$ cat src/hdl/imufd_pkg.sv
// ----------------------------------------------------------------------------
// imufd_pkg: shared constants for the imu frame deframer
// Field widths, sync and trailer bytes and byte positions inside a frame.
// ----------------------------------------------------------------------------
package imufd_pkg;

   // field widths
   localparam int BYTE_W  = 8;
   localparam int ID_W    = 16;
   localparam int WORD_W  = 32;
   localparam int TEMP_W  = 16;
   localparam int COUNT_W = 32;
   localparam int POS_W   = 6;

   // frame framing bytes
   localparam logic [BYTE_W-1:0] SYNC0_BYTE   = 8'h55;
   localparam logic [BYTE_W-1:0] SYNC1_BYTE   = 8'hA4;
   localparam logic [BYTE_W-1:0] SYNC2_BYTE   = 8'h1C;
   localparam logic [BYTE_W-1:0] TRAILER_BYTE = 8'h00;

   // byte positions inside a frame
   localparam logic [POS_W-1:0] POS_SYNC0    = 6'd0;
   localparam logic [POS_W-1:0] POS_SYNC1    = 6'd1;
   localparam logic [POS_W-1:0] POS_SYNC2    = 6'd2;
   localparam logic [POS_W-1:0] POS_SUM_LAST = 6'd30;
   localparam logic [POS_W-1:0] POS_CHECKSUM = 6'd31;
   localparam logic [POS_W-1:0] POS_TRAILER  = 6'd32;

   // bytes 3 to 31 are held in a shift line, byte 3 ends up lowest
   localparam int FIRST_HELD = 3;
   localparam int HELD_BYTES = 29;
   localparam int HELD_W     = HELD_BYTES * BYTE_W;

   // bit offsets of the fields in the shift line
   localparam int OFS_ID       = (3 - FIRST_HELD) * BYTE_W;
   localparam int OFS_GYRO_X   = (5 - FIRST_HELD) * BYTE_W;
   localparam int OFS_GYRO_Y   = (9 - FIRST_HELD) * BYTE_W;
   localparam int OFS_GYRO_Z   = (13 - FIRST_HELD) * BYTE_W;
   localparam int OFS_ACCEL_X  = (17 - FIRST_HELD) * BYTE_W;
   localparam int OFS_ACCEL_Y  = (21 - FIRST_HELD) * BYTE_W;
   localparam int OFS_ACCEL_Z  = (25 - FIRST_HELD) * BYTE_W;
   localparam int OFS_TEMP     = (29 - FIRST_HELD) * BYTE_W;
   localparam int OFS_CHECKSUM = (31 - FIRST_HELD) * BYTE_W;

endpackage

$ cat src/hdl/imufd_if.sv
// ----------------------------------------------------------------------------
// imufd channel interfaces
// Valid/ready channels for received bytes and for decoded frames.
// ----------------------------------------------------------------------------

// received byte channel
interface imufd_req_if;
   import imufd_pkg::*;

   logic              valid;
   logic              ready;
   logic [BYTE_W-1:0] rx_byte;

   modport source (output valid, output rx_byte, input ready);
   modport sink   (input valid, input rx_byte, output ready);
endinterface

// decoded frame channel
interface imufd_rsp_if;
   import imufd_pkg::*;

   logic                      valid;
   logic                      ready;
   logic        [ID_W-1:0]    frame_id;
   logic signed [WORD_W-1:0]  gyro_x;
   logic signed [WORD_W-1:0]  gyro_y;
   logic signed [WORD_W-1:0]  gyro_z;
   logic signed [WORD_W-1:0]  accel_x;
   logic signed [WORD_W-1:0]  accel_y;
   logic signed [WORD_W-1:0]  accel_z;
   logic signed [TEMP_W-1:0]  temperature_raw;
   logic        [COUNT_W-1:0] frames_counted;
   logic        [COUNT_W-1:0] frames_lost;

   modport source (
      output valid, output frame_id, output gyro_x, output gyro_y, output gyro_z,
      output accel_x, output accel_y, output accel_z, output temperature_raw,
      output frames_counted, output frames_lost, input ready
   );
   modport sink (
      input valid, input frame_id, input gyro_x, input gyro_y, input gyro_z,
      input accel_x, input accel_y, input accel_z, input temperature_raw,
      input frames_counted, input frames_lost, output ready
   );
endinterface

$ cat src/hdl/imu_frame_deframer.sv
// ----------------------------------------------------------------------------
// imu_frame_deframer: 33-byte sensor frame parser
// Finds 55 A4 1C framed packets in a byte stream, checks the sum and trailer
// and returns the little-endian fields with running frame and loss counts.
// ----------------------------------------------------------------------------
//
//   channel      direction  transaction
//   req_stream   in         one received byte (rx_byte)
//   rsp_stream   out        one decoded frame, ids and saturating counts
//
// One byte per clock sustained while no result is stalled. A byte goes
// through an input register and is parsed when the result may advance,
// loading the result register, and so rsp_stream.valid, on a good trailer.
// Reset clears the parser position, sum, id history and counts.
// A stalled result holds the parser; up to one more byte waits in the input
// register, so req_stream.ready drops only while both are full.
//
module imu_frame_deframer (
   input  logic              clock,
   input  logic              reset,
   imufd_req_if.sink         req_stream,
   imufd_rsp_if.source       rsp_stream
);
   import imufd_pkg::*;

   // input register
   logic              in_valid_ff;
   logic [BYTE_W-1:0] in_byte_ff;

   // parser state
   logic [POS_W-1:0]  pos_ff, pos_in;
   logic [BYTE_W-1:0] sum_ff, sum_in;
   logic [HELD_W-1:0] held_ff;
   logic              held_shift;
   logic              have_prev_ff;
   logic [ID_W-1:0]   prev_id_ff;
   logic [COUNT_W-1:0] total_ff, total_in;
   logic [COUNT_W-1:0] lost_ff, lost_in;

   // result register
   logic               rsp_valid_ff;
   logic [HELD_W-BYTE_W-1:0] rsp_data_ff;
   logic [COUNT_W-1:0] rsp_total_ff;
   logic [COUNT_W-1:0] rsp_lost_ff;

   logic advance;
   logic fire;
   logic frame_good;

   // step arithmetic
   logic [ID_W-1:0]    cur_id;
   logic [ID_W-1:0]    id_diff;
   logic [ID_W:0]      id_step;
   logic [ID_W-1:0]    lost_step;
   logic [COUNT_W:0]   total_sum;
   logic [COUNT_W:0]   lost_sum;

   // handshake
   assign advance          = !rsp_valid_ff || rsp_stream.ready;
   assign fire             = in_valid_ff && advance;
   assign req_stream.ready = !in_valid_ff || advance;

   // input register
   always_ff @(posedge clock) begin
      if (reset) begin
         in_valid_ff <= 1'b0;
      end else if (req_stream.ready) begin
         in_valid_ff <= req_stream.valid;
      end
      if (req_stream.valid && req_stream.ready) begin
         in_byte_ff <= req_stream.rx_byte;
      end
   end

   // id step and saturating counts
   always_comb begin
      cur_id    = held_ff[OFS_ID +: ID_W];
      id_diff   = cur_id - prev_id_ff;
      id_step   = (id_diff == '0) ? {1'b1, {ID_W{1'b0}}} : {1'b0, id_diff};
      lost_step = id_diff - {{(ID_W-1){1'b0}}, 1'b1};
      total_sum = {1'b0, total_ff} + {{(COUNT_W-ID_W){1'b0}}, id_step};
      lost_sum  = {1'b0, lost_ff} + {{(COUNT_W+1-ID_W){1'b0}}, lost_step};
   end

   // parser next state
   always_comb begin
      pos_in     = pos_ff;
      sum_in     = sum_ff;
      held_shift = 1'b0;
      frame_good = 1'b0;
      total_in   = total_ff;
      lost_in    = lost_ff;
      if (fire) begin
         if (pos_ff > POS_TRAILER) begin
            pos_in = POS_SYNC0;
         end else if (pos_ff == POS_SYNC0) begin
            if (in_byte_ff == SYNC0_BYTE) begin
               pos_in = POS_SYNC1;
               sum_in = '0;
            end
         end else if (pos_ff == POS_SYNC1) begin
            pos_in = (in_byte_ff == SYNC1_BYTE) ? POS_SYNC2 : POS_SYNC0;
         end else if (pos_ff == POS_SYNC2) begin
            if (in_byte_ff == SYNC2_BYTE) begin
               pos_in = pos_ff + 1'b1;
               sum_in = sum_ff + in_byte_ff;
            end else begin
               pos_in = POS_SYNC0;
            end
         end else if (pos_ff <= POS_SUM_LAST) begin
            pos_in     = pos_ff + 1'b1;
            sum_in     = sum_ff + in_byte_ff;
            held_shift = 1'b1;
         end else if (pos_ff == POS_CHECKSUM) begin
            pos_in     = POS_TRAILER;
            held_shift = 1'b1;
         end else begin
            // trailer byte closes the frame either way
            pos_in     = POS_SYNC0;
            frame_good = (in_byte_ff == TRAILER_BYTE) &&
                         (held_ff[OFS_CHECKSUM +: BYTE_W] == sum_ff);
            if (frame_good && have_prev_ff) begin
               total_in = total_sum[COUNT_W] ? '1 : total_sum[COUNT_W-1:0];
               lost_in  = lost_sum[COUNT_W]  ? '1 : lost_sum[COUNT_W-1:0];
            end
         end
      end
   end

   // parser registers
   always_ff @(posedge clock) begin
      if (reset) begin
         pos_ff       <= '0;
         sum_ff       <= '0;
         have_prev_ff <= 1'b0;
         prev_id_ff   <= '0;
         total_ff     <= '0;
         lost_ff      <= '0;
      end else begin
         pos_ff   <= pos_in;
         sum_ff   <= sum_in;
         total_ff <= total_in;
         lost_ff  <= lost_in;
         if (frame_good) begin
            have_prev_ff <= 1'b1;
            prev_id_ff   <= cur_id;
         end
      end
      if (held_shift) begin
         held_ff <= {in_byte_ff, held_ff[HELD_W-1:BYTE_W]};
      end
   end

   // result register
   always_ff @(posedge clock) begin
      if (reset) begin
         rsp_valid_ff <= 1'b0;
      end else if (advance) begin
         rsp_valid_ff <= frame_good;
      end
      if (frame_good) begin
         rsp_data_ff  <= held_ff[HELD_W-BYTE_W-1:0];
         rsp_total_ff <= total_in;
         rsp_lost_ff  <= lost_in;
      end
   end

   // result fields
   assign rsp_stream.valid           = rsp_valid_ff;
   assign rsp_stream.frame_id        = rsp_data_ff[OFS_ID +: ID_W];
   assign rsp_stream.gyro_x          = $signed(rsp_data_ff[OFS_GYRO_X +: WORD_W]);
   assign rsp_stream.gyro_y          = $signed(rsp_data_ff[OFS_GYRO_Y +: WORD_W]);
   assign rsp_stream.gyro_z          = $signed(rsp_data_ff[OFS_GYRO_Z +: WORD_W]);
   assign rsp_stream.accel_x         = $signed(rsp_data_ff[OFS_ACCEL_X +: WORD_W]);
   assign rsp_stream.accel_y         = $signed(rsp_data_ff[OFS_ACCEL_Y +: WORD_W]);
   assign rsp_stream.accel_z         = $signed(rsp_data_ff[OFS_ACCEL_Z +: WORD_W]);
   assign rsp_stream.temperature_raw = $signed(rsp_data_ff[OFS_TEMP +: TEMP_W]);
   assign rsp_stream.frames_counted  = rsp_total_ff;
   assign rsp_stream.frames_lost     = rsp_lost_ff;

`ifndef SYNTHESIS
   // no result right after reset
   a_reset_clears_rsp: assert property (@(posedge clock) reset |=> !rsp_valid_ff)
      else $error("result valid after reset");

   // parser position stays inside a frame
   a_pos_range: assert property (@(posedge clock) disable iff (reset)
      pos_ff <= POS_TRAILER)
      else $error("parser position out of range");

   // a good trailer always presents a result next cycle
   a_good_frame_out: assert property (@(posedge clock) disable iff (reset)
      frame_good |=> rsp_valid_ff)
      else $error("good frame not presented");

   // losses never exceed the frame count
   a_lost_le_total: assert property (@(posedge clock) disable iff (reset)
      lost_ff <= total_ff)
      else $error("loss count above frame count");
`endif

endmodule

$ cat src/flat_wrapper.sv
// flat-port wrapper written by rule: the top's interface ports become plain ports
module imu_frame_deframer_flat import imufd_pkg::*;
  (clock, reset, req_stream_valid, req_stream_rx_byte, req_stream_ready, rsp_stream_valid, rsp_stream_frame_id, rsp_stream_gyro_x, rsp_stream_gyro_y, rsp_stream_gyro_z, rsp_stream_accel_x, rsp_stream_accel_y, rsp_stream_accel_z, rsp_stream_temperature_raw, rsp_stream_frames_counted, rsp_stream_frames_lost, rsp_stream_ready);
  imufd_req_if req_stream_i ();
  imufd_rsp_if rsp_stream_i ();
  input  logic clock;
  input  logic reset;
  input wire logic [$bits(req_stream_i.valid)-1:0] req_stream_valid;
  input wire logic [$bits(req_stream_i.rx_byte)-1:0] req_stream_rx_byte;
  output wire logic [$bits(req_stream_i.ready)-1:0] req_stream_ready;
  output wire logic [$bits(rsp_stream_i.valid)-1:0] rsp_stream_valid;
  output wire logic [$bits(rsp_stream_i.frame_id)-1:0] rsp_stream_frame_id;
  output wire logic [$bits(rsp_stream_i.gyro_x)-1:0] rsp_stream_gyro_x;
  output wire logic [$bits(rsp_stream_i.gyro_y)-1:0] rsp_stream_gyro_y;
  output wire logic [$bits(rsp_stream_i.gyro_z)-1:0] rsp_stream_gyro_z;
  output wire logic [$bits(rsp_stream_i.accel_x)-1:0] rsp_stream_accel_x;
  output wire logic [$bits(rsp_stream_i.accel_y)-1:0] rsp_stream_accel_y;
  output wire logic [$bits(rsp_stream_i.accel_z)-1:0] rsp_stream_accel_z;
  output wire logic [$bits(rsp_stream_i.temperature_raw)-1:0] rsp_stream_temperature_raw;
  output wire logic [$bits(rsp_stream_i.frames_counted)-1:0] rsp_stream_frames_counted;
  output wire logic [$bits(rsp_stream_i.frames_lost)-1:0] rsp_stream_frames_lost;
  input wire logic [$bits(rsp_stream_i.ready)-1:0] rsp_stream_ready;
  assign req_stream_i.valid = req_stream_valid;
  assign req_stream_i.rx_byte = req_stream_rx_byte;
  assign req_stream_ready = req_stream_i.ready;
  assign rsp_stream_valid = rsp_stream_i.valid;
  assign rsp_stream_frame_id = rsp_stream_i.frame_id;
  assign rsp_stream_gyro_x = rsp_stream_i.gyro_x;
  assign rsp_stream_gyro_y = rsp_stream_i.gyro_y;
  assign rsp_stream_gyro_z = rsp_stream_i.gyro_z;
  assign rsp_stream_accel_x = rsp_stream_i.accel_x;
  assign rsp_stream_accel_y = rsp_stream_i.accel_y;
  assign rsp_stream_accel_z = rsp_stream_i.accel_z;
  assign rsp_stream_temperature_raw = rsp_stream_i.temperature_raw;
  assign rsp_stream_frames_counted = rsp_stream_i.frames_counted;
  assign rsp_stream_frames_lost = rsp_stream_i.frames_lost;
  assign rsp_stream_i.ready = rsp_stream_ready;
  imu_frame_deframer u_core (.clock(clock), .reset(reset), .req_stream(req_stream_i), .rsp_stream(rsp_stream_i));
endmodule
$ cat config.mk
export PLATFORM = sky130hd
export DESIGN_NAME = imu_frame_deframer_flat
export DESIGN_NICKNAME = d
export VERILOG_FILES = /design/src/hdl/imufd_pkg.sv /design/src/hdl/imufd_if.sv /design/src/hdl/imu_frame_deframer.sv /design/src/flat_wrapper.sv
export SDC_FILE = /design/constraint.sdc
export NUM_CORES = 1
export LEC_CHECK = 0
export ABC_AREA = 0
export BUFFER_PORTS_ARGS = -buffer_cell sky130_fd_sc_hd__buf_2
export CORE_ASPECT_RATIO = 0.75
export CORE_MARGIN = 2
export CORE_UTILIZATION = 50
export CTS_BUF_LIST = sky130_fd_sc_hd__clkbuf_16
export DETAILED_ROUTE_END_ITERATION = 10
export PLACE_DENSITY_LB_ADDON = 0.25
export SLEW_MARGIN = 20
export SYNTH_ARGS = -nofsm -noshare
export SYNTH_HDL_FRONTEND = slang
export SYNTH_SLANG_ARGS = --single-unit
$ cat constraint.sdc
create_clock -name clock -period 26.6 [get_ports clock]
set_clock_uncertainty 0.2 [all_clocks]
set_input_delay 0 -clock clock [delete_from_list [all_inputs] [get_ports clock]]
set_output_delay 0 -clock clock [all_outputs]
set_load 0.005 [all_outputs]
==> reports/qor.yml <==
logic_synthesis:
  yosys_warnings: 0
  synthArstFlopShare: 0
  synth_commonest_cells: "edfxtp_1, a21oi_1, nand2_1"
  synth_nets: 1589
  ys.flop_type: "edfxtp_1"
  syn_avg_cell_area_um2: 15.5
  synth_top_area_share: 0.677
  synth.most_common_cell: "edfxtp_1"
  syn_inst: 1509
  yosys-top-cells-area: "edfxtp_1, dfxtp_1, ha_1, a21oi_1, xnor2_1"
  netlist-cell-type-count: 77
  synth_area_um2: 23400
  synth_seq_cells: 625
  synth_edf_count: 528
  yosysSeqAreaShare: 0.760
  yosysTopAreaCell: "edfxtp_1"
global_route:
  overflow: 0
  grt_pass1_vias: 13000
  antenna_found_initial: 0
  grt_max_degree: 194
  grt_pass1_wl_um: 73000
  grt_usage: 0.194
pwr:
  vdd_drop_max_mv: 0.0601
  power_density_nw_per_um2: 67.6
  p_total_uw: 1880
  p_leak_uw: 0.00972
timing:
  rsz0062_at_grt: "no"
  post-route-min-period_ns: 6.57
  setup_viol: 0
  finalHoldViolCount: 0
  setup_slack_ns: 20.03
  relSlewSlack: 0.219
  max_freq_mhz: 152
  finalCritPeriodShare: 0.247
  worst_pin_slew_ns: 1.17
  fin_tns_setup_ns: 0
  final_max_slew_viol_count: 0
cts:
  numCtsBuffers: 56
  cts_buffer_depth: 3
  cts_setup_buffers: 0
  root_buffer: "clkbuf_16"
  cts-resized-gates: 0
  clock-sinks: 625
  h-tree-depth: 2
  cts_tree: "done"
  clk_latency_ns: 0.61
  cts.clk_slew.worst_paths_ns: 0.06
die:
  start_util: 0.508
  die_area_um2: 48600
  std_cell_rows: 68
  die_h_um: 191
  die_w_um: 254
  core_area_um2: 46100
  io_pins: 302
drt:
  wl_per_cell_um: 18.9
  antenna_left: 0
  first_iter_violations: 1178
  drc: 0
  drt_wl_total_um: 48000
  viasPerCell: 5.33
  dr.pass1.iters: 5
  routed-via-count: 13500
setup_path:
  cp.arrival_ns: 6.83
  crit_type: "reg -> reg"
  worstPathRequired_ns: 26.86
  worstPathMaxFanout: 10
  start_kind: "flop"
  endpoint_kind: "flop"
placed_design:
  place_ws_ns: 20.20
  portBuffers: 301
  hpwlAfterDp_um: 32200
  place.gp.congestion: 0.964
finish:
  diodes: 0
  areaGrowthSynthToFinish_pct: 18.6
  fin_nets: 1944
  final_layout_size_suffix_gt1_frac: 0.225
  fillCellCount: 3499
run:
  drv_cap: 0
worst_hold_path:
  hold_class: "in -> reg"
run_status:
  status: "finished, final reports clean"
power breakdown:
group / switching [µW] / internal [µW]
Clock: 349 / 470
Sequential: 2.03 / 1050
Combinational: 5.06 / 4.25
flip-flops by register name, summed over array words and instances (netlist names), 6 cells and up:
| name | cells |
|---|---|
| u_core.sum_ff | 8 |
| u_core.total_ff | 32 |
| u_core.rsp_data_ff | 224 |
| u_core.rsp_stream.frames_counted | 32 |
| u_core.held_ff | 232 |
| u_core.pos_ff | 6 |
| u_core.lost_ff | 32 |
| u_core.in_byte_ff | 8 |
| u_core.rsp_stream.frames_lost | 32 |
| u_core.prev_id_ff | 16 |
cells by family (layout without fill, tap and decap cells):
| logic type | count (synthesis) | after routing | synth area share |
|---|---|---|---|
| flip-flops | 625 | 625 | 0.760 |
| multiplexers | 13 | 13 | 0.00636 |
| XOR/XNOR | 81 | 81 | 0.0311 |
| AND/OR/NAND/NOR | 410 | 410 | 0.0895 |
| adder cells (fa/ha/maj) | 68 | 68 | 0.0376 |
| AO/OA/AOI/OAI | 236 | 236 | 0.0624 |
| buffers and inverters | 76 | 476 | 0.0131 |
worst paths after layout:
kind	slack (ns)	cells past startpoint	from	endpoint
max	20.03	22	u_core.held_ff[0]	u_core.total_ff[5]
min	0.13	4	rsp_stream_ready	u_core.rsp_stream.valid
max reg2reg	20.03	22	u_core.held_ff[0]	u_core.total_ff[5]
min reg2reg	0.25	0	u_core.held_ff[148]	u_core.rsp_data_ff[148]
per-layer routing:
layer	vias to the layer above	track usage	part of all wire
met5	-	0	0
met4	0	0.0502	0.018
met3	62	0.0425	0.068
met2	429	0.297	0.46
met1	6706	0.282	0.45
li1	6346	-	-
what timing repair did:
action | 4_1_cts | 5_1_grt
hold buffers | 21 | 0
setup endpoints to repair | 0 | 0
hold endpoints to repair | 53 | 0
critical path, cell delays in order (launching register included):
cell and delay [ns]:
edfxtp_1 0.40, inv_1 0.09, ha_1 0.14, inv_1 0.05
fa_1 0.48, a211oi_1 0.32, o21ai_0 0.24, a21o_1 0.24
o21ai_0 0.24, a311o_1 0.23, nor2b_2 0.22, and3b_1 0.26
a31oi_1 0.13, ha_1 0.27, fa_1 0.42, a21o_1 0.20
a21oi_1 0.35, o21ai_0 0.25, a21oi_1 0.49, nor3_2 0.22
nor2_1 0.64, a21oi_1 0.19, nor2b_1 0.18
stage by stage:
stage          utilization  cells  area [µm²]  hold slack, ns
2_1_floorplan            -   1509       23400          -0.101
3_3_place_gp         0.556   2414       25700         -0.0202
3_5_place_dp         0.556   2414       25700         -0.0218
4_1_cts              0.602   2538       27800          0.0960
5_1_grt              0.603   2539       27800           0.162
6_report             0.603   2539       27800           0.129
cells in the final DEF (no fill, tap or decap), types with 4 or more instances in the layout:
cell	count
clkinvlp_4	5
nand4_1	20
ha_1	64
xnor2_1	47
a21oi_1	102
o211ai_1	4
a31oi_1	13
and3_1	11
o21ai_1	4
buf_2	301
nor2b_1	54
dfxtp_1	97
clkinv_2	10
o21ai_0	30
o22a_1	8
o21bai_1	5
nand2_1	102
bufinv_16	8
mux2_2	9
or3_1	7
fa_1	4
nand2b_1	16
o21a_1	11
xor2_1	33
clkbuf_16	57
a21o_1	17
clkinv_1	10
dlygate4sd3_1	21
and2_1	10
inv_1	49
nor4_1	8
edfxtp_1	528
or2_2	7
nand3_1	22
a211oi_1	8
nor2_1	101
nor3_1	24
a22oi_1	5
buf_4	7
area by class of cell:
type	instances	area (µm²)	share of cell area
Inverter	42	158	0.00567
Multi-Input combinational cell	808	5330	0.192
Timing Repair Buffer	331	1810	0.0651
Clock buffer	57	1430	0.0513
Tap cell	630	788	0.0284
Clock inverter	46	473	0.0170
Sequential cell	625	17800	0.641
Power figures use the tool's default switching activity.
